**src/hdl/ansi_sgr_stream_parser_unit_macros.svh**
```systemverilog
// Assertion macros for the ANSI SGR stream parser unit.
// Bodies use the clk and arst_n names of the including module.
`ifndef ANSI_SGR_STREAM_PARSER_UNIT_MACROS_SVH
`define ANSI_SGR_STREAM_PARSER_UNIT_MACROS_SVH
`ifndef ASSERT_OFF
`define ASP_ASSERT_IMP(label, ante, cons, msg) \
	label: assert property (@(posedge clk) disable iff (!arst_n) (ante) |-> (cons)) \
		else $error(msg);
`define ASP_ASSERT_NXT(label, ante, cons, msg) \
	label: assert property (@(posedge clk) disable iff (!arst_n) (ante) |=> (cons)) \
		else $error(msg);
`else
`define ASP_ASSERT_IMP(label, ante, cons, msg)
`define ASP_ASSERT_NXT(label, ante, cons, msg)
`endif
`endif

```
**src/hdl/asp_pkg.sv**
```systemverilog
// Shared types, constants and the SGR decode function of the stream parser.
// No dependencies.
`default_nettype none
package asp_pkg;

	localparam int BODY_MAX = 30;
	localparam int CNT_W    = $clog2(BODY_MAX + 1);
	localparam int IDX_W    = $clog2(BODY_MAX);
	localparam int VAL_W    = 31;
	localparam int QDEPTH   = 4;
	localparam int QPTR_W   = $clog2(QDEPTH);
	localparam int QCNT_W   = $clog2(QDEPTH + 1);

	localparam logic [VAL_W-1:0] VALUE_LIMIT = '1;

	localparam logic [7:0] CH_ESC    = 8'h1B;
	localparam logic [7:0] CH_LBRACK = 8'h5B;
	localparam logic [7:0] CH_SEMI   = 8'h3B;
	localparam logic [7:0] CH_SPACE  = 8'h20;
	localparam logic [7:0] CH_ZERO   = 8'h30;
	localparam logic [7:0] CH_NINE   = 8'h39;
	localparam logic [7:0] CH_UA     = 8'h41;
	localparam logic [7:0] CH_UZ     = 8'h5A;
	localparam logic [7:0] CH_LA     = 8'h61;
	localparam logic [7:0] CH_LZ     = 8'h7A;
	localparam logic [7:0] CH_M      = 8'h6D;

	localparam logic [VAL_W-1:0] SGR_RESET      = 31'd0;
	localparam logic [VAL_W-1:0] SGR_BOLD       = 31'd1;
	localparam logic [VAL_W-1:0] SGR_ITALIC     = 31'd3;
	localparam logic [VAL_W-1:0] SGR_UNDER      = 31'd4;
	localparam logic [VAL_W-1:0] SGR_INVERSE    = 31'd7;
	localparam logic [VAL_W-1:0] SGR_NO_BOLD    = 31'd22;
	localparam logic [VAL_W-1:0] SGR_NO_ITALIC  = 31'd23;
	localparam logic [VAL_W-1:0] SGR_NO_UNDER   = 31'd24;
	localparam logic [VAL_W-1:0] SGR_NO_INVERSE = 31'd27;
	localparam logic [VAL_W-1:0] SGR_FG_LO      = 31'd30;
	localparam logic [VAL_W-1:0] SGR_FG_HI      = 31'd37;
	localparam logic [VAL_W-1:0] SGR_FG_DEF     = 31'd39;
	localparam logic [VAL_W-1:0] SGR_BG_LO      = 31'd40;
	localparam logic [VAL_W-1:0] SGR_BG_HI      = 31'd47;
	localparam logic [VAL_W-1:0] SGR_BG_DEF     = 31'd49;
	localparam logic [VAL_W-1:0] SGR_FGB_LO     = 31'd90;
	localparam logic [VAL_W-1:0] SGR_FGB_HI     = 31'd97;
	localparam logic [VAL_W-1:0] SGR_BGB_LO     = 31'd100;
	localparam logic [VAL_W-1:0] SGR_BGB_HI     = 31'd107;

	localparam logic [4:0] COLOR_DEFAULT = 5'd16;
	localparam logic [4:0] COLOR_BRIGHT  = 5'd8;

	typedef struct packed {
		logic [4:0] bg;
		logic [4:0] fg;
		logic       inverse;
		logic       underline;
		logic       italic;
		logic       bold;
	} fmt_t;

	localparam fmt_t FMT_RESET = '{bg: COLOR_DEFAULT, fg: COLOR_DEFAULT,
		inverse: 1'b0, underline: 1'b0, italic: 1'b0, bold: 1'b0};

	typedef enum logic {CMD_CHAR, CMD_REPLAY} cmd_kind_t;

	typedef struct packed {
		cmd_kind_t        kind;
		logic             cvalid;
		logic [7:0]       ch;
		logic [CNT_W-1:0] count;
		fmt_t             fmt;
		logic             esc;
		logic             done;
	} cmd_t;

	typedef struct packed {
		logic push0;
		logic push1;
		cmd_t cmd0;
		cmd_t cmd1;
	} q_wr_t;

	typedef struct packed {
		logic [QCNT_W-1:0] count;
		logic              empty;
	} queue_status_t;

	typedef struct packed {
		logic             we;
		logic [IDX_W-1:0] addr;
		logic [7:0]       data;
	} buf_wr_t;

	typedef struct packed {
		logic replaying;
		logic replay_done;
	} back_status_t;

	typedef struct packed {
		logic over;
		logic bad;
		logic trail;
		logic digit;
	} part_flags_t;

	function automatic fmt_t apply_sgr(fmt_t f, logic [VAL_W-1:0] v);
		fmt_t r;
		r = f;
		if (v == SGR_RESET) r = FMT_RESET;
		else if (v == SGR_BOLD) r.bold = 1'b1;
		else if (v == SGR_ITALIC) r.italic = 1'b1;
		else if (v == SGR_UNDER) r.underline = 1'b1;
		else if (v == SGR_INVERSE) r.inverse = 1'b1;
		else if (v == SGR_NO_BOLD) r.bold = 1'b0;
		else if (v == SGR_NO_ITALIC) r.italic = 1'b0;
		else if (v == SGR_NO_UNDER) r.underline = 1'b0;
		else if (v == SGR_NO_INVERSE) r.inverse = 1'b0;
		else if (v >= SGR_FG_LO && v <= SGR_FG_HI) r.fg = 5'(v - SGR_FG_LO);
		else if (v == SGR_FG_DEF) r.fg = COLOR_DEFAULT;
		else if (v >= SGR_BG_LO && v <= SGR_BG_HI) r.bg = 5'(v - SGR_BG_LO);
		else if (v == SGR_BG_DEF) r.bg = COLOR_DEFAULT;
		else if (v >= SGR_FGB_LO && v <= SGR_FGB_HI)
			r.fg = 5'(v - SGR_FGB_LO) | COLOR_BRIGHT;
		else if (v >= SGR_BGB_LO && v <= SGR_BGB_HI)
			r.bg = 5'(v - SGR_BGB_LO) | COLOR_BRIGHT;
		return r;
	endfunction

endpackage
`default_nettype wire

```
**src/hdl/asp_in_if.sv**
```systemverilog
// Input byte channel of the stream parser: valid, ready, one stream byte and an end-of-message flag.
// No dependencies.
`default_nettype none
interface asp_in_if;
	logic       valid;
	logic       ready;
	logic [7:0] ch;
	logic       end_of_message;

	modport source (output valid, ch, end_of_message, input ready);
	modport sink (input valid, ch, end_of_message, output ready);
endinterface
`default_nettype wire

```
**src/hdl/asp_out_if.sv**
```systemverilog
// Output channel of the stream parser: at most one formatted text byte per beat.
// No dependencies.
`default_nettype none
interface asp_out_if;
	logic       valid;
	logic       ready;
	logic       char_valid;
	logic [7:0] text_char;
	logic       bold;
	logic       italic;
	logic       underline;
	logic       inverse;
	logic [4:0] fg_color;
	logic [4:0] bg_color;
	logic       escape_seen;
	logic       message_done;

	modport source (output valid, char_valid, text_char, bold, italic, underline, inverse,
		fg_color, bg_color, escape_seen, message_done, input ready);
	modport sink (input valid, char_valid, text_char, bold, italic, underline, inverse,
		fg_color, bg_color, escape_seen, message_done, output ready);
endinterface
`default_nettype wire

```
**src/hdl/asp_front.sv**
```systemverilog
// Front end: accepts stream bytes, tracks escape and SGR parse state, pushes
// output commands into the queue and writes the replay buffer. Uses asp_pkg.
`default_nettype none
module asp_front import asp_pkg::*; (
	input  wire logic          clk,
	input  wire logic          arst_n,
	asp_in_if.sink             bytes,
	input  wire queue_status_t q_st,
	input  wire back_status_t  bk_st,
	output q_wr_t              q_wr,
	output buf_wr_t            buf_wr
);

	typedef enum logic [1:0] {PH_IDLE, PH_ESC, PH_BODY} phase_t;

	phase_t           phase_q, phase_n;
	fmt_t             live_q, live_n;
	fmt_t             shadow_q, shadow_n;
	logic [CNT_W-1:0] cnt_q, cnt_n;
	logic [VAL_W-1:0] pval_q, pval_n;
	part_flags_t      pf_q, pf_n;
	logic             kept_q, kept_n;
	logic             esc_q, esc_n;
	logic             busy_q, busy_n;

	logic             accept;
	logic             is_letter;
	logic             is_body;
	logic             keep_part;
	fmt_t             shadow_closed;
	logic [VAL_W+3:0] next_val;
	logic             val_over;
	logic [1:0]       n_cmd;
	cmd_t             cmds [2];
	fmt_t             fmt_out;
	logic             esc_out;

	function automatic cmd_t mk_cmd(cmd_kind_t k, logic cv, logic [7:0] c,
		logic [CNT_W-1:0] cnt);
		cmd_t r;
		r = '0;
		r.kind   = k;
		r.cvalid = cv;
		r.ch     = c;
		r.count  = cnt;
		return r;
	endfunction

	assign bytes.ready = !busy_q && (q_st.count <= QCNT_W'(QDEPTH - 2));
	assign accept      = bytes.valid && bytes.ready;

	assign is_letter = (bytes.ch >= CH_UA && bytes.ch <= CH_UZ) ||
		(bytes.ch >= CH_LA && bytes.ch <= CH_LZ);
	assign is_body   = (bytes.ch >= CH_ZERO && bytes.ch <= CH_NINE) ||
		bytes.ch == CH_SEMI || bytes.ch == CH_SPACE;

	assign keep_part     = pf_q.digit && !pf_q.bad && !pf_q.over;
	assign shadow_closed = keep_part ? apply_sgr(shadow_q, pval_q) : shadow_q;
	assign next_val      = {1'b0, pval_q, 3'b000} + {3'b000, pval_q, 1'b0} +
		{{(VAL_W){1'b0}}, bytes.ch[3:0]};
	assign val_over      = next_val > {4'b0000, VALUE_LIMIT};

	always_comb begin
		phase_n  = phase_q;
		live_n   = live_q;
		shadow_n = shadow_q;
		cnt_n    = cnt_q;
		pval_n   = pval_q;
		pf_n     = pf_q;
		kept_n   = kept_q;
		esc_n    = esc_q;
		busy_n   = busy_q;
		n_cmd    = 2'd0;
		cmds[0]  = '0;
		cmds[1]  = '0;
		buf_wr   = '0;
		fmt_out  = live_q;
		esc_out  = esc_q;
		if (bk_st.replay_done) busy_n = 1'b0;
		if (accept) begin
			unique case (phase_q)
				PH_ESC: begin
					if (bytes.ch == CH_LBRACK) begin
						esc_n    = 1'b1;
						cnt_n    = '0;
						pval_n   = '0;
						pf_n     = '0;
						kept_n   = 1'b0;
						shadow_n = live_q;
						phase_n  = PH_BODY;
					end else begin
						cmds[0] = mk_cmd(CMD_CHAR, 1'b1, CH_ESC, '0);
						n_cmd   = 2'd1;
						if (bytes.ch == CH_ESC) begin
							phase_n = PH_ESC;
						end else begin
							cmds[1] = mk_cmd(CMD_CHAR, 1'b1, bytes.ch, '0);
							n_cmd   = 2'd2;
							phase_n = PH_IDLE;
						end
					end
				end
				PH_BODY: begin
					if (is_letter) begin
						shadow_n = shadow_closed;
						if (bytes.ch == CH_M)
							live_n = (kept_q || keep_part) ? shadow_closed : FMT_RESET;
						cnt_n   = '0;
						pval_n  = '0;
						pf_n    = '0;
						kept_n  = 1'b0;
						phase_n = PH_IDLE;
					end else if (is_body && cnt_q < CNT_W'(BODY_MAX)) begin
						buf_wr.we   = 1'b1;
						buf_wr.addr = cnt_q[IDX_W-1:0];
						buf_wr.data = bytes.ch;
						cnt_n       = cnt_q + CNT_W'(1);
						if (bytes.ch == CH_SEMI) begin
							shadow_n = shadow_closed;
							kept_n   = kept_q || keep_part;
							pval_n   = '0;
							pf_n     = '0;
						end else if (bytes.ch == CH_SPACE) begin
							if (pf_q.digit) pf_n.trail = 1'b1;
						end else begin
							pf_n.digit = 1'b1;
							pf_n.bad   = pf_q.bad || pf_q.trail;
							pf_n.over  = pf_q.over || val_over;
							pval_n     = val_over ? VALUE_LIMIT : next_val[VAL_W-1:0];
						end
					end else begin
						cmds[0] = mk_cmd(CMD_REPLAY, 1'b1, CH_LBRACK, cnt_q);
						n_cmd   = 2'd1;
						cnt_n   = '0;
						pval_n  = '0;
						pf_n    = '0;
						kept_n  = 1'b0;
						if (bytes.ch == CH_ESC) begin
							phase_n = PH_ESC;
						end else begin
							cmds[1] = mk_cmd(CMD_CHAR, 1'b1, bytes.ch, '0);
							n_cmd   = 2'd2;
							phase_n = PH_IDLE;
						end
					end
				end
				PH_IDLE: begin
					if (bytes.ch == CH_ESC) begin
						phase_n = PH_ESC;
					end else begin
						cmds[0] = mk_cmd(CMD_CHAR, 1'b1, bytes.ch, '0);
						n_cmd   = 2'd1;
					end
				end
				default: phase_n = PH_IDLE;
			endcase
			fmt_out = live_n;
			esc_out = esc_n;
			if (bytes.end_of_message) begin
				if (phase_n == PH_ESC) begin
					cmds[n_cmd[0]] = mk_cmd(CMD_CHAR, 1'b1, CH_ESC, '0);
					n_cmd          = n_cmd + 2'd1;
				end else if (phase_n == PH_BODY) begin
					cmds[n_cmd[0]] = mk_cmd(CMD_REPLAY, 1'b1, CH_LBRACK, cnt_n);
					n_cmd          = n_cmd + 2'd1;
				end
				if (n_cmd == 2'd0) begin
					cmds[0] = mk_cmd(CMD_CHAR, 1'b0, 8'h00, '0);
					n_cmd   = 2'd1;
				end
				if (n_cmd == 2'd2) cmds[1].done = 1'b1;
				else cmds[0].done = 1'b1;
				live_n   = FMT_RESET;
				shadow_n = FMT_RESET;
				esc_n    = 1'b0;
				cnt_n    = '0;
				pval_n   = '0;
				pf_n     = '0;
				kept_n   = 1'b0;
				phase_n  = PH_IDLE;
			end
			cmds[0].fmt = fmt_out;
			cmds[0].esc = esc_out;
			cmds[1].fmt = fmt_out;
			cmds[1].esc = esc_out;
			if ((n_cmd != 2'd0 && cmds[0].kind == CMD_REPLAY) ||
				(n_cmd == 2'd2 && cmds[1].kind == CMD_REPLAY))
				busy_n = 1'b1;
		end
	end

	assign q_wr.push0 = n_cmd != 2'd0;
	assign q_wr.push1 = n_cmd == 2'd2;
	assign q_wr.cmd0  = cmds[0];
	assign q_wr.cmd1  = cmds[1];

	always_ff @(posedge clk or negedge arst_n) begin
		if (!arst_n) begin
			phase_q  <= PH_IDLE;
			live_q   <= FMT_RESET;
			shadow_q <= FMT_RESET;
			cnt_q    <= '0;
			pval_q   <= '0;
			pf_q     <= '0;
			kept_q   <= 1'b0;
			esc_q    <= 1'b0;
			busy_q   <= 1'b0;
		end else begin
			phase_q  <= phase_n;
			live_q   <= live_n;
			shadow_q <= shadow_n;
			cnt_q    <= cnt_n;
			pval_q   <= pval_n;
			pf_q     <= pf_n;
			kept_q   <= kept_n;
			esc_q    <= esc_n;
			busy_q   <= busy_n;
		end
	end

endmodule
`default_nettype wire

```
**src/hdl/asp_cmd_queue.sv**
```systemverilog
// Command queue between front and back end: two writes, one read per cycle.
// Depth QDEPTH must be a power of two. Uses asp_pkg.
`default_nettype none
module asp_cmd_queue import asp_pkg::*; (
	input  wire logic     clk,
	input  wire logic     arst_n,
	input  wire q_wr_t    wr,
	input  wire logic     pop,
	output cmd_t          head,
	output queue_status_t st
);

	cmd_t              mem_q [QDEPTH];
	logic [QPTR_W-1:0] wr_ptr_q;
	logic [QPTR_W-1:0] rd_ptr_q;
	logic [QCNT_W-1:0] count_q;
	logic [QCNT_W-1:0] n_in;

	assign n_in     = QCNT_W'(wr.push0) + QCNT_W'(wr.push1);
	assign head     = mem_q[rd_ptr_q];
	assign st.count = count_q;
	assign st.empty = count_q == '0;

	always_ff @(posedge clk) begin
		if (wr.push0) mem_q[wr_ptr_q] <= wr.cmd0;
		if (wr.push1) mem_q[wr_ptr_q + QPTR_W'(1)] <= wr.cmd1;
	end

	always_ff @(posedge clk or negedge arst_n) begin
		if (!arst_n) begin
			wr_ptr_q <= '0;
			rd_ptr_q <= '0;
			count_q  <= '0;
		end else begin
			wr_ptr_q <= wr_ptr_q + n_in[QPTR_W-1:0];
			if (pop) rd_ptr_q <= rd_ptr_q + QPTR_W'(1);
			count_q <= count_q + n_in - QCNT_W'(pop);
		end
	end

endmodule
`default_nettype wire

```
**src/hdl/asp_back.sv**
```systemverilog
// Back end: pops commands, replays buffered sequence bodies and drives the
// registered output channel. Holds the replay buffer. Uses asp_pkg.
`default_nettype none
module asp_back import asp_pkg::*; (
	input  wire logic          clk,
	input  wire logic          arst_n,
	input  wire cmd_t          head,
	input  wire queue_status_t q_st,
	output logic               pop,
	input  wire buf_wr_t       buf_wr,
	output back_status_t       st,
	asp_out_if.source          cells
);

	typedef enum logic {BK_FETCH, BK_REPLAY} bk_state_t;

	bk_state_t        state_q;
	logic [7:0]       buf_q [BODY_MAX];
	logic [IDX_W-1:0] idx_q;
	logic [CNT_W-1:0] rcnt_q;
	fmt_t             rfmt_q;
	logic             resc_q;
	logic             rdone_q;

	logic             ovalid_q;
	logic             cvalid_q;
	logic [7:0]       ch_q;
	fmt_t             ofmt_q;
	logic             oesc_q;
	logic             odone_q;

	logic             load;
	logic             last;

	assign load = !ovalid_q || cells.ready;
	assign pop  = state_q == BK_FETCH && load && !q_st.empty;
	assign last = CNT_W'(idx_q) + CNT_W'(1) == rcnt_q;

	assign st.replaying   = state_q == BK_REPLAY;
	assign st.replay_done = (pop && head.kind == CMD_REPLAY && head.count == '0) ||
		(state_q == BK_REPLAY && load && last);

	assign cells.valid        = ovalid_q;
	assign cells.char_valid   = cvalid_q;
	assign cells.text_char    = ch_q;
	assign cells.bold         = ofmt_q.bold;
	assign cells.italic       = ofmt_q.italic;
	assign cells.underline    = ofmt_q.underline;
	assign cells.inverse      = ofmt_q.inverse;
	assign cells.fg_color     = ofmt_q.fg;
	assign cells.bg_color     = ofmt_q.bg;
	assign cells.escape_seen  = oesc_q;
	assign cells.message_done = odone_q;

	always_ff @(posedge clk) begin
		if (buf_wr.we) buf_q[buf_wr.addr] <= buf_wr.data;
	end

	always_ff @(posedge clk or negedge arst_n) begin
		if (!arst_n) begin
			state_q  <= BK_FETCH;
			idx_q    <= '0;
			rcnt_q   <= '0;
			rfmt_q   <= FMT_RESET;
			resc_q   <= 1'b0;
			rdone_q  <= 1'b0;
			ovalid_q <= 1'b0;
			cvalid_q <= 1'b0;
			ch_q     <= '0;
			ofmt_q   <= FMT_RESET;
			oesc_q   <= 1'b0;
			odone_q  <= 1'b0;
		end else if (load) begin
			unique case (state_q)
				BK_FETCH: begin
					ovalid_q <= pop;
					if (pop) begin
						cvalid_q <= head.cvalid;
						ch_q     <= head.ch;
						ofmt_q   <= head.fmt;
						oesc_q   <= head.esc;
						odone_q  <= head.done &&
							(head.kind == CMD_CHAR || head.count == '0);
						if (head.kind == CMD_REPLAY && head.count != '0) begin
							state_q <= BK_REPLAY;
							idx_q   <= '0;
							rcnt_q  <= head.count;
							rfmt_q  <= head.fmt;
							resc_q  <= head.esc;
							rdone_q <= head.done;
						end
					end
				end
				BK_REPLAY: begin
					ovalid_q <= 1'b1;
					cvalid_q <= 1'b1;
					ch_q     <= buf_q[idx_q];
					ofmt_q   <= rfmt_q;
					oesc_q   <= resc_q;
					odone_q  <= rdone_q && last;
					idx_q    <= idx_q + IDX_W'(1);
					if (last) state_q <= BK_FETCH;
				end
				default: state_q <= BK_FETCH;
			endcase
		end
	end

endmodule
`default_nettype wire

```
**src/hdl/ansi_sgr_stream_parser_unit.sv**
```systemverilog
// Top level of the ANSI SGR stream parser: front end, command queue, back end.
// Depends on asp_pkg, asp_in_if, asp_out_if, asp_front, asp_cmd_queue, asp_back.
//
//  channel    dir  beat contents
//  byte_chan  in   ch, end_of_message
//  cell_chan  out  char_valid, text_char, format flags, colours, escape_seen,
//                  message_done
//
// One byte is taken per cycle while the queue has two free slots; the back end
// sends one result per cycle from its output register while the receiver is
// ready, so throughput follows the number of results a byte causes. A replayed
// body (ESC '[' aborted or flushed) holds the input until the back end has read
// the last buffered byte, read through the single replay buffer read port.
// Reset clears control state only; the replay buffer is never cleared.
`default_nettype none
`include "ansi_sgr_stream_parser_unit_macros.svh"
module ansi_sgr_stream_parser_unit import asp_pkg::*; (
	input  wire logic clk,
	input  wire logic arst_n,
	asp_in_if.sink    byte_chan,
	asp_out_if.source cell_chan
);

	q_wr_t         q_wr;
	queue_status_t q_st;
	cmd_t          q_head;
	logic          q_pop;
	buf_wr_t       buf_wr;
	back_status_t  bk_st;
	logic          replay_pop;

	asp_front u_front (
		.clk    (clk),
		.arst_n (arst_n),
		.bytes  (byte_chan),
		.q_st   (q_st),
		.bk_st  (bk_st),
		.q_wr   (q_wr),
		.buf_wr (buf_wr)
	);

	asp_cmd_queue u_queue (
		.clk    (clk),
		.arst_n (arst_n),
		.wr     (q_wr),
		.pop    (q_pop),
		.head   (q_head),
		.st     (q_st)
	);

	asp_back u_back (
		.clk    (clk),
		.arst_n (arst_n),
		.head   (q_head),
		.q_st   (q_st),
		.pop    (q_pop),
		.buf_wr (buf_wr),
		.st     (bk_st),
		.cells  (cell_chan)
	);

	assign replay_pop = q_pop && q_head.kind == CMD_REPLAY && q_head.count != '0;

	`ASP_ASSERT_IMP(a_two_slots, q_wr.push1, q_st.count <= QCNT_W'(QDEPTH - 2), "queue overrun")
	`ASP_ASSERT_IMP(a_hold_in_replay, bk_st.replaying, !byte_chan.ready, "input in replay")
	`ASP_ASSERT_IMP(a_buf_quiet, buf_wr.we, !bk_st.replaying, "buffer written in replay")
	`ASP_ASSERT_NXT(a_replay_start, replay_pop, bk_st.replaying, "replay not started")

endmodule
`default_nettype wire

```
**src/flat_wrapper.sv**
```systemverilog
// flat-port wrapper written by rule: the top's interface ports become plain ports
module ansi_sgr_stream_parser_unit_flat import asp_pkg::*;
  (clk, arst_n, byte_chan_valid, byte_chan_ch, byte_chan_end_of_message, byte_chan_ready, cell_chan_valid, cell_chan_char_valid, cell_chan_text_char, cell_chan_bold, cell_chan_italic, cell_chan_underline, cell_chan_inverse, cell_chan_fg_color, cell_chan_bg_color, cell_chan_escape_seen, cell_chan_message_done, cell_chan_ready);
  asp_in_if byte_chan_i ();
  asp_out_if cell_chan_i ();
  input  wire logic clk;
  input  wire logic arst_n;
  input wire logic [$bits(byte_chan_i.valid)-1:0] byte_chan_valid;
  input wire logic [$bits(byte_chan_i.ch)-1:0] byte_chan_ch;
  input wire logic [$bits(byte_chan_i.end_of_message)-1:0] byte_chan_end_of_message;
  output wire logic [$bits(byte_chan_i.ready)-1:0] byte_chan_ready;
  output wire logic [$bits(cell_chan_i.valid)-1:0] cell_chan_valid;
  output wire logic [$bits(cell_chan_i.char_valid)-1:0] cell_chan_char_valid;
  output wire logic [$bits(cell_chan_i.text_char)-1:0] cell_chan_text_char;
  output wire logic [$bits(cell_chan_i.bold)-1:0] cell_chan_bold;
  output wire logic [$bits(cell_chan_i.italic)-1:0] cell_chan_italic;
  output wire logic [$bits(cell_chan_i.underline)-1:0] cell_chan_underline;
  output wire logic [$bits(cell_chan_i.inverse)-1:0] cell_chan_inverse;
  output wire logic [$bits(cell_chan_i.fg_color)-1:0] cell_chan_fg_color;
  output wire logic [$bits(cell_chan_i.bg_color)-1:0] cell_chan_bg_color;
  output wire logic [$bits(cell_chan_i.escape_seen)-1:0] cell_chan_escape_seen;
  output wire logic [$bits(cell_chan_i.message_done)-1:0] cell_chan_message_done;
  input wire logic [$bits(cell_chan_i.ready)-1:0] cell_chan_ready;
  assign byte_chan_i.valid = byte_chan_valid;
  assign byte_chan_i.ch = byte_chan_ch;
  assign byte_chan_i.end_of_message = byte_chan_end_of_message;
  assign byte_chan_ready = byte_chan_i.ready;
  assign cell_chan_valid = cell_chan_i.valid;
  assign cell_chan_char_valid = cell_chan_i.char_valid;
  assign cell_chan_text_char = cell_chan_i.text_char;
  assign cell_chan_bold = cell_chan_i.bold;
  assign cell_chan_italic = cell_chan_i.italic;
  assign cell_chan_underline = cell_chan_i.underline;
  assign cell_chan_inverse = cell_chan_i.inverse;
  assign cell_chan_fg_color = cell_chan_i.fg_color;
  assign cell_chan_bg_color = cell_chan_i.bg_color;
  assign cell_chan_escape_seen = cell_chan_i.escape_seen;
  assign cell_chan_message_done = cell_chan_i.message_done;
  assign cell_chan_i.ready = cell_chan_ready;
  ansi_sgr_stream_parser_unit u_core (.clk(clk), .arst_n(arst_n), .byte_chan(byte_chan_i), .cell_chan(cell_chan_i));
endmodule
```
**config.mk**
```make
export PLATFORM = sky130hd
export DESIGN_NAME = ansi_sgr_stream_parser_unit_flat
export DESIGN_NICKNAME = d
export VERILOG_FILES = /design/src/hdl/asp_pkg.sv /design/src/hdl/asp_in_if.sv /design/src/hdl/asp_out_if.sv /design/src/hdl/asp_front.sv /design/src/hdl/asp_cmd_queue.sv /design/src/hdl/asp_back.sv /design/src/hdl/ansi_sgr_stream_parser_unit.sv /design/src/flat_wrapper.sv
export VERILOG_INCLUDE_DIRS = /design/src /design/src/hdl
export SDC_FILE = /design/constraint.sdc
export NUM_CORES = 1
export LEC_CHECK = 0
export BUFFER_PORTS_ARGS = -buffer_cell sky130_fd_sc_hd__clkbuf_2
export CAP_MARGIN = 20
export CORE_UTILIZATION = 45
export CTS_CLUSTER_DIAMETER = 50
export DETAILED_ROUTE_END_ITERATION = 16
export HOLD_SLACK_MARGIN = 0.1
export PLACE_DENSITY = 0.67
export SYNTH_ARGS = -nofsm -noshare
export SYNTH_HDL_FRONTEND = slang
export SYNTH_SLANG_ARGS = --single-unit
```
**constraint.sdc**
```tcl
create_clock -name clk -period 7.7 [get_ports clk]
set_input_delay 0 -clock clk [delete_from_list [all_inputs] [get_ports clk]]
set_output_delay 0 -clock clk [all_outputs]
set_load 0.03 [all_outputs]
```
==> results of run 1 <==
==> layer usage <==
metal	global-route usage, %	vias to the layer above	wire length [um]
li1	-	7413	-
met1	30.1	7975	26700
met2	31.3	440	26000
met3	3.38	82	3240
met5	0	-	45
met4	5.32	8	1150
==> path summary, 6_finish.rpt <==
path	start	endpoint	slack [ns]
setup / recovery	u_core.u_front.phase_q[0]	u_core.u_queue.mem_q[2][17]	2.06
hold / removal	byte_chan_ch[3]	u_core.u_back.buf_q[4][3]	0.13
setup reg to reg	u_core.u_front.phase_q[0]	u_core.u_queue.mem_q[2][17]	2.06
hold reg to reg	u_core.u_back.cells.fg_color[4]	u_core.u_back.cells.fg_color[4]	0.48
max in group asynchronous	arst_n	u_core.u_back.idx_q[0]	6.23
min in group asynchronous	arst_n	u_core.u_front.shadow_q[13]	0.49
==> report_power, final <==
group	internal (mW)	total, mW	leakage, nW	switching (mW)
clock network	1.48	2.57	0.864	1.09
registers	3.16	3.38	4.94	0.214
logic	0.928	2.24	4.87	1.32
total	5.57	8.19	10.7	2.62
==> sequential cells by signal, indices dropped and copies added, names as in the netlist, 3 cells and up <==
name / count
u_core.u_back.cells.text_char: 8
u_core.u_back.idx_q: 5
u_core.u_front.pf_q: 4
u_core.u_queue.mem_q: 124
u_core.u_back.rfmt_q: 14
u_core.u_back.cells.bg_color: 5
u_core.u_queue.count_q: 3
u_core.u_front.pval_q: 31
u_core.u_front.cnt_q: 5
u_core.u_back.buf_q: 240
u_core.u_back.rcnt_q: 5
u_core.u_front.shadow_q: 14
u_core.u_back.cells.fg_color: 5
u_core.u_front.live_q: 14
==> what timing repair did <==
item | in CTS | in global routing
hold buffers | 13 | 0
setup endpoints to repair | 0 | 0
hold endpoints to repair | 109 | 0
==> layout make-up <==
type | instances | area, um2
Clock buffer | 72 | 1490
Clock inverter | 31 | 299
Fill cell | 4559 | 26200
Inverter | 42 | 158
Multi-Input combinational cell | 1313 | 10300
Sequential cell | 497 | 14300
Tap cell | 696 | 871
Timing Repair Buffer | 87 | 649
==> cells in the final DEF, fill, tap and decap left out, types with 11 or more instances in the layout <==
| cell | instances |
|---|---|
| edfxtp_1 | 364 |
| nand2_1 | 198 |
| o21ai_0 | 142 |
| dfrtp_1 | 122 |
| mux4_2 | 103 |
| nor2_1 | 92 |
| mux2i_1 | 88 |
| ha_1 | 81 |
| a21oi_1 | 63 |
| conb_1 | 60 |
| clkbuf_16 | 56 |
| nor3_1 | 45 |
| inv_1 | 41 |
| clkbuf_2 | 38 |
| nand3_1 | 37 |
| buf_4 | 32 |
| xnor2_1 | 25 |
| mux2_2 | 25 |
| nand2b_1 | 24 |
| nand4_1 | 19 |
| a21o_1 | 19 |
| and2_1 | 17 |
| a22oi_1 | 17 |
| nor4_1 | 16 |
| and3_1 | 15 |
| xor2_1 | 14 |
| a211oi_1 | 13 |
| nor2b_1 | 13 |
| clkbuf_1 | 13 |
| dlygate4sd3_1 | 12 |
| o21a_1 | 11 |
==> cell families (layout without fill, tap and decap cells) <==
group,after synthesis,count (layout)
buffers and inverters,156,232
XOR/XNOR,40,40
AO/OA/AOI/OAI,377,377
other,1,60
multiplexers,219,219
flip-flops,497,497
adder cells (fa/ha/maj),85,85
AND/OR/NAND/NOR,532,532
==> flow_metrics.py, run 1 <==
metrics = {
    "floorplanning": {
        "die_h_um": 237,
        "ios": 40,
        "fp-row-count": 85,
        "die_w_um": 237,
        "core_area_mm2": 0.0542,
        "die_area_mm2": 0.0564,
        "initial_core_util_pct": 46.0,
    },
    "logic_synthesis": {
        "yosys.area.top_type": "edfxtp_1",
        "yosysUniqueCellTypes": 94,
        "netlist.area_leader.share_pct": 43.8,
        "yosysSeqAreaShare_pct": 57.2,
        "synth.top_cells.by_count": "edfxtp_1, nand2_1, o21ai_0",
        "synth_top_family_by_area": "multiplexers",
        "async_flop_share_pct": 26.8,
        "ys.flop_type": "edfxtp_1",
        "synth_area_leaders": "edfxtp_1, dfrtp_1, mux4_2",
        "synth_compound_area_share_pct": 9.88,
        "synth_edf_count": 364,
        "ys.warnings.count": 0,
        "synthXorXnorAreaFrac_pct": 1.44,
        "synthAdderAreaFrac_pct": 4.35,
        "ys_seq_elements": 497,
        "syn_inst": 1907,
        "synthMuxAreaShare_pct": 14.1,
        "yosysMostFrequentCell": "edfxtp_1",
        "synth_area_mm2": 0.0249,
        "synth_simple_gate_area_share_pct": 10.4,
        "synth.avg_cell_area_um2": 13.1,
    },
    "pwr": {
        "power.leakage_nw": 10.7,
        "p_per_area_mw_per_mm2": 292,
        "totalPowerFinal_mw": 8.19,
        "ir_drop_v": 0.000280,
    },
    "setup_path": {
        "max_stage_delay_ns": 0.83,
        "cp_top_family": "compound AO/OA/AOI/OAI gates",
        "crit_path_end_kind": "flop",
        "path_class": "reg2reg",
        "crit_slowest_cell": "a2111oi_4",
        "path_cells": "inv_1 > ha_1 > buf_4 > nand3_1 > a2bb2oi_1 > a22oi_4 > a211oi_4 > and3_1 > ha_1 > inv_1 > o21ai_0 > mux2i_1 > a32oi_2 > a2111oi_4 > nand2_4 > o21ai_2 > buf_4",
        "critical_path_depth": 17,
        "crit_required_ns": 7.99,
        "arrival_ns": 5.93,
        "cp_max_fo": 27,
        "rr_worst_depth": 17,
        "path_buf_inv": 4,
        "cp-start-kind": "flop",
    },
    "drt": {
        "vias": 15900,
        "viasPerCell": 5.81,
        "antenna_left": 0,
        "first_pass_iters": 7,
        "wl_per_cell_um": 20.8,
        "totalWireLength_mm": 57.1,
        "drc": 0,
        "first_iter_violations": 1347,
    },
    "layout": {
        "stdcell_count": 2738,
        "final_cell_area_mm2": 0.0281,
        "final_util_pct": 51.7,
        "drive_gt1_share_pct": 16.5,
        "diodes": 0,
        "synthToLayoutAreaGrowth_pct": 12.5,
        "nets": 2094,
    },
    "timing": {
        "final-setup-viol-count": 0,
        "final.setup.worst_slack_ns": 2.06,
        "fin_crit_ns": 5.64,
        "finClkSkew_ns": 0.0360,
        "tns_ns": 0,
        "clock.fmax_mhz": 177,
        "finalMaxSlewViolations": 0,
        "worst_pin_slew_ns": 1.07,
        "rsz0062_at_grt": "no",
        "whs_ns": 0.130,
        "min_period_over_period_pct": 73.3,
        "slew-limit-headroom_pct": 28.4,
        "hold_viol_final": 0,
    },
    "job": {
        "cap_viol_max_count": 0,
    },
    "clocking": {
        "cts_setup_buffers": 0,
        "clkSlewWorstSetupHoldPaths_ns": 0.06,
        "htree_levels": 2,
        "cts_buffers": 56,
        "cts.sinks": 497,
        "cts_resized": 0,
        "cts_tree": "built",
        "clock_path_buffers": 3,
        "clock_latency_ns": 0.62,
        "cts_root_buffer": "clkbuf_16",
    },
    "run_status": {
        "status": "completed",
    },
    "place": {
        "hpwlAfterDp_mm": 38.2,
        "placed_area_mm2": 0.0261,
        "portBuffers": 39,
        "dp.cells": 2619,
        "place_ws_ns": 2.12,
        "place.gp.congestion": 0.848,
    },
    "global_routing": {
        "grt_antenna_before_repair": 4,
        "grt_overflow": 0,
        "grt_first_pass_wirelength_mm": 90.0,
        "grt_pass1_vias": 15600,
        "grt_max_degree": 68,
        "track_usage_pct": 20.4,
    },
    "min_path": {
        "min_path_type": "in2reg",
        "holdPathStages": 2,
    },
}
Power figures use the tool's default switching activity.
==> inputs of run 2 (changes only) <==
- clock period: 7.7 -> 5.4 ns (I/O delays scaled with it)
==> run 2 against run 1 <==
Routed wire length is 0.53% higher. Critical path depth increased by 2. Die area unchanged. Maximum frequency grew 14%. Global-route usage increased by 0.27 points. Setup slack got worse by 1.6 ns. Largest cell class unchanged. Clock power grew 61%. Core utilization up 0.60 points. Largest power group unchanged. Register-to-register slack lost 1.6 ns. Power is 49% higher.
==> flow_metrics.py, run 2 (synthesis gave the netlist of run 1 again) <==
metrics = {
    "timing": {
        "hold_viol_final": 0,
        "finClkSkew_ns": 0.0350,
        "slew-limit-headroom_pct": 27.1,
        "rsz0062_at_grt": "no",
        "fin_crit_ns": 4.94,
        "clock.fmax_mhz": 202,
        "min_period_over_period_pct": 91.5,
        "worst_pin_slew_ns": 1.09,
        "tns_ns": 0,
        "finalMaxSlewViolations": 0,
        "final-setup-viol-count": 0,
        "final.setup.worst_slack_ns": 0.461,
    },
    "place": {
        "place.gp.congestion": 0.875,
        "dp.cells": 2627,
        "hpwlAfterDp_mm": 38.3,
        "place_ws_ns": 0.323,
        "portBuffers": 39,
    },
    "floorplanning": {
        "fp-row-count": 85,
        "die_w_um": 237,
        "ios": 40,
        "die_h_um": 237,
        "core_area_mm2": 0.0542,
        "die_area_mm2": 0.0564,
        "initial_core_util_pct": 46.0,
    },
    "layout": {
        "final_common_cell": "edfxtp_1",
        "nets": 2100,
        "final_util_pct": 52.3,
        "reg_top3": "u_core.u_back.buf_q x240, u_core.u_queue.mem_q x124, u_core.u_front.pval_q x31",
        "largest_reg_flops": 240,
        "most-common-layout-cells": "edfxtp_1, nand2_1, o21ai_0",
        "synthToLayoutAreaGrowth_pct": 13.8,
        "largest_register": "u_core.u_back.buf_q",
        "stdcell_count": 2748,
        "drive_gt1_share_pct": 17.5,
    },
    "setup_path": {
        "cp_max_fo": 23,
        "arrival_ns": 5.43,
        "path_class": "reg2reg",
        "crit_required_ns": 5.89,
        "ff2ff_setup_slack_ns": 0.46,
        "crit_path_end_kind": "flop",
        "crit_end": "u_core.u_queue.count_q[2]",
        "rr_worst_depth": 19,
        "cp-start-kind": "flop",
        "crit_path_start": "u_core.u_front.phase_q[0]",
        "r2r-end": "u_core.u_queue.count_q[2]",
        "r2r_start": "u_core.u_front.phase_q[0]",
    },
    "drt": {
        "totalWireLength_mm": 57.4,
        "wl_met3_mm": 3.72,
        "first_iter_violations": 1247,
        "highest-signal-layer": "met5",
        "viasPerCell": 5.87,
        "antenna_left": 0,
        "drc": 0,
        "wl_per_cell_um": 20.9,
        "route.met2.wl_mm": 26.6,
        "first_pass_iters": 5,
        "vias": 16100,
        "wl_met1_mm": 26.1,
    },
    "clocking": {
        "cts_root_buffer": "clkbuf_16",
        "htree_levels": 2,
        "cts_buffers": 57,
        "cts.sinks": 497,
        "clock_path_buffers": 3,
        "clkSlewWorstSetupHoldPaths_ns": 0.06,
        "cts_tree": "built",
        "clock_latency_ns": 0.63,
    },
    "pwr": {
        "totalPowerFinal_mw": 12.2,
        "combPwrFrac_pct": 25.5,
        "ir_drop_v": 0.000381,
        "power_frac_clock_pct": 34.1,
        "p_int_mw": 8.38,
        "p_switching_mw": 3.79,
        "seqPwrFrac_pct": 40.4,
        "power.leakage_nw": 10.8,
        "swShare_pct": 31.1,
        "p_per_area_mw_per_mm2": 429,
    },
    "global_routing": {
        "grt_antenna_before_repair": 7,
        "grt_overflow": 0,
        "grt_first_pass_wirelength_mm": 91.5,
        "grt_max_degree": 75,
        "grt_pass1_vias": 15900,
        "track_usage_pct": 20.6,
    },
    "job": {
        "cap_viol_max_count": 0,
    },
    "run_status": {
        "status": "completed",
    },
    "min_path": {
        "hold_start": "byte_chan_ch[4]",
        "min_path_type": "in2reg",
    },
}
-- run 2: cell count changes in the layout (fill, tap and decap cells not counted), moves of 3 or more --
| cell | before | now |
|---|---|---|
| buf_4 | 32 | 38 |
| bufinv_16 | 3 | 10 |
| clkbuf_1 | 13 | 7 |
| clkbuf_16 | 56 | 59 |
| clkinv_1 | 10 | 6 |
-- run 2: metrics by stage --
step | hold WS [ns] | area, um2
3_5_place_dp | 0.133 | 26100
4_1_cts | 0.115 | 28300
3_3_place_gp | 0.121 | 26100
5_1_grt | 0.190 | 28400
6_report | 0.154 | 28400
2_1_floorplan | -0.296 | 25200
-- run 2: cell type report --
cell class	count	area, um2
flip-flops and latches	497	14300
diodes	1	2.50
clock buffers	70	1550
repair buffers	92	689
clock inverters	37	528
multi-input cells	1313	10300
well taps	696	871
fillers	4487	25900
inverters	42	158
-- run 2: critical path, stage by stage (launching register included) --
cell and delay [ns]:
dfrtp_1 0.44, inv_1 0.10, ha_1 0.28, buf_4 0.25, and3_1 0.22, o211a_1 0.27
a211oi_4 0.45, and3_1 0.25, ha_1 0.26, inv_1 0.07, o21ai_0 0.12, mux2i_1 0.20
a32oi_2 0.19, a2111oi_4 0.39, buf_4 0.24, inv_1 0.06, ha_1 0.32, fa_1 0.44
xor2_1 0.16, xnor2_1 0.12
-- run 2: worst min-delay path by stage --
stage	to	slack (ns)	cells after the start
global route	u_core.u_front.pf_q[1]	0.19	5
global placement	u_core.u_front.pval_q[12]	0.12	1
finish	u_core.u_front.pf_q[1]	0.15	5
floorplan	u_core.u_back.cells.bg_color[0]	-0.30	0
CTS	u_core.u_front.pf_q[1]	0.12	5
detailed placement	u_core.u_front.pval_q[12]	0.13	1
-- run 2: repair_timing --
| action | 4_1_cts | 5_1_grt |
|---|---|---|
| resized for setup | 0 | 0 |
| endpoints found under the hold margin | 130 | 0 |
| buffers inserted | 0 | 0 |
| hold buffers | 11 | 0 |
-- run 2: power by group through the flow --
| stage | logic [mW] | clock network [mW] | registers [mW] |
|---|---|---|---|
| 3_3_place_gp | 3.05 | 0 | 4.98 |
| 5_1_grt | 3.37 | 4.37 | 4.98 |
| 2_1_floorplan | 2.26 | 0 | 4.92 |
| 3_5_place_dp | 3.09 | 0 | 5.00 |
| 6_report | 3.10 | 4.14 | 4.92 |
| 4_1_cts | 3.11 | 4.22 | 4.93 |
-- run 2: routing by layer --
| layer | track usage (%) | vias up |
|---|---|---|
| met5 | 0 | - |
| met4 | 4.75 | 12 |
| met3 | 3.61 | 89 |
| met2 | 32.3 | 493 |
| met1 | 30.1 | 8089 |
| li1 | - | 7458 |
==> inputs of run 3 (changes only) <==
- BUFFER_PORTS_ARGS: -buffer_cell sky130_fd_sc_hd__clkbuf_2 -> -buffer_cell sky130_fd_sc_hd__buf_2
==> run 3 against run 2 <==
Clock-buffer cell count fell by 2. Hold slack worse by 0.0014 ns. Register-to-register slack got worse by 0.02 ns. Sequential cell count unchanged. Combinational power about the same. Via count down 0.33%. Clock power fell by 5%. Sequential share of layout area rose by 0.14 points. Cell count rose by 0.18%. Non-clock buffer count rose by 3. Critical path type unchanged. Critical endpoint is now u_core.u_queue.mem_q[1][10].
==> flow_metrics.py, run 3 (synthesis gave the netlist of run 1 again) <==
metrics = {
    "run_status": {
        "status": "completed",
    },
    "timing": {
        "tns_ns": 0,
        "fin_crit_ns": 4.96,
        "min_period_over_period_pct": 91.9,
        "slew-limit-headroom_pct": 29.0,
        "worst_pin_slew_ns": 1.06,
        "clock.fmax_mhz": 202,
        "final-setup-viol-count": 0,
        "hold_viol_final": 0,
        "rsz0062_at_grt": "no",
        "whs_ns": 0.153,
        "finalMaxSlewViolations": 0,
        "finClkSkew_ns": 0.0281,
    },
    "layout": {
        "largest_reg_flops": 240,
        "final_util_pct": 52.2,
        "nFillCells": 4519,
        "final_cell_area_mm2": 0.0283,
        "final_common_cell": "edfxtp_1",
        "synthToLayoutAreaGrowth_pct": 13.5,
        "largest_register": "u_core.u_back.buf_q",
        "nets": 2103,
        "most-common-layout-cells": "edfxtp_1, nand2_1, o21ai_0",
        "reg_top3": "u_core.u_back.buf_q x240, u_core.u_queue.mem_q x124, u_core.u_front.pval_q x31",
        "drive_gt1_share_pct": 17.3,
    },
    "floorplanning": {
        "core_area_mm2": 0.0542,
        "die_w_um": 237,
        "ios": 40,
        "fp-row-count": 85,
        "die_h_um": 237,
        "die_area_mm2": 0.0564,
        "initial_core_util_pct": 46.0,
    },
    "setup_path": {
        "path_cells": "inv_1 > ha_1 > nand3_1 > a2bb2oi_1 > a22o_1 > a21o_1 > nor2_1 > ha_1 > inv_1 > o21ai_0 > mux2i_1 > a32oi_2 > o22a_1 > o21ai_0 > buf_4 > o21ai_2 > buf_12",
        "max_stage_delay_ns": 0.74,
        "crit_path_end_kind": "flop",
        "cp_top_family": "compound AO/OA/AOI/OAI gates",
        "cp-start-kind": "flop",
        "path_buf_inv": 4,
        "cp_max_fo": 16,
        "crit_slowest_cell": "o21ai_2",
        "crit_required_ns": 5.74,
        "arrival_ns": 5.30,
        "path_class": "reg2reg",
    },
    "clocking": {
        "cts_root_buffer": "clkbuf_16",
        "clkSlewWorstSetupHoldPaths_ns": 0.06,
        "cts_buffers": 57,
        "cts.sinks": 497,
        "cts_tree": "built",
        "htree_levels": 2,
        "clock_latency_ns": 0.63,
        "cts_setup_buffers": 0,
        "cts_resized": 0,
        "clock_path_buffers": 3,
        "ctsHoldBuffers": 14,
    },
    "global_routing": {
        "grt_max_degree": 76,
        "grt_antenna_before_repair": 6,
        "grt_overflow": 0,
        "track_usage_pct": 20.5,
        "grt_pass1_vias": 16000,
        "grt_first_pass_wirelength_mm": 91.0,
    },
    "drt": {
        "viasPerCell": 5.84,
        "first_iter_violations": 1226,
        "drc": 0,
        "first_pass_iters": 7,
        "wl_per_cell_um": 20.6,
        "totalWireLength_mm": 56.7,
        "antenna_left": 0,
        "vias": 16100,
    },
    "pwr": {
        "power.leakage_nw": 10.8,
        "p_per_area_mw_per_mm2": 423,
        "ir_drop_v": 0.000341,
        "totalPowerFinal_mw": 12.0,
    },
    "min_path": {
        "min_path_type": "in2reg",
    },
    "place": {
        "hpwlAfterDp_mm": 38.1,
        "placed_area_mm2": 0.0261,
        "place.gp.congestion": 0.896,
        "portBuffers": 39,
    },
    "job": {
        "cap_viol_max_count": 0,
    },
}
## run 3: changes by cell type in the layout (fill, tap and decap cells not counted), sizes merged
cell         before  now
buf              43   82
diode             1    3
clkinvlp          6    7
clkinv           18   21
clkbuf          109   68
dlygate4sd3      10   13
inv              45   47
bufinv           10    6
## run 3: final timing paths
check                                                start                              end  slack (ns)  cells past startpoint
max in group asynchronous                           arst_n           u_core.u_back.idx_q[0]        4.13                      4
setup reg to reg                 u_core.u_front.phase_q[0]      u_core.u_queue.mem_q[1][10]        0.44                     17
min in group asynchronous                           arst_n         u_core.u_front.live_q[8]        0.50                      3
hold / removal                             byte_chan_ch[6]          u_core.u_front.cnt_q[4]        0.15                      5
setup / recovery                 u_core.u_front.phase_q[0]      u_core.u_queue.mem_q[1][10]        0.44                     17
hold reg to reg            u_core.u_back.cells.fg_color[0]  u_core.u_back.cells.fg_color[0]        0.47                      2
## run 3: cell type report
cell class / instances / area [um2] / share of cell area (%)
antenna: 3 / 7.51 / 0.0265
clock buffer: 68 / 1510 / 5.33
clock inverter: 39 / 452 / 1.60
inverter: 42 / 158 / 0.557
multi-input combinational: 1313 / 10300 / 36.4
sequential: 497 / 14300 / 50.4
tap: 696 / 871 / 3.08
timing repair buffer: 95 / 722 / 2.55
## run 3: power breakdown
part | internal, mW | total [mW] | switching [mW]
logic | 1.34 | 3.10 | 1.75
clock network | 2.32 | 3.94 | 1.63
registers | 4.51 | 4.92 | 0.419
## run 3: worst reg2reg max path: stages, from the launching register on
cell	delay [ns]
dfrtp_1	0.42
inv_1	0.09
ha_1	0.29
nand3_1	0.15
a2bb2oi_1	0.37
a22o_1	0.36
a21o_1	0.31
nor2_1	0.10
ha_1	0.32
inv_1	0.06
o21ai_0	0.13
mux2i_1	0.15
a32oi_2	0.39
o22a_1	0.19
o21ai_0	0.14
buf_4	0.21
o21ai_2	0.74
buf_12	0.26
## run 3: per-stage QoR
| step | worst slack [ns] | cells |
|---|---|---|
| floorplan | -0.541 | 1966 |
| global placement | 0.583 | 2626 |
| detailed placement | 0.424 | 2626 |
| CTS | 0.416 | 2747 |
| global route | 0.104 | 2752 |
| finish | 0.438 | 2753 |
## run 3: metal layers
| layer | vias up | GRT usage [%] | wire length [um] |
|---|---|---|---|
| met1 | 8091 | 30.3 | 26300 |
| li1 | 7455 | - | - |
| met5 | - | 0 | 47 |
| met2 | 465 | 31.8 | 26300 |
| met4 | 8 | 5.04 | 838 |
| met3 | 69 | 3.19 | 3290 |
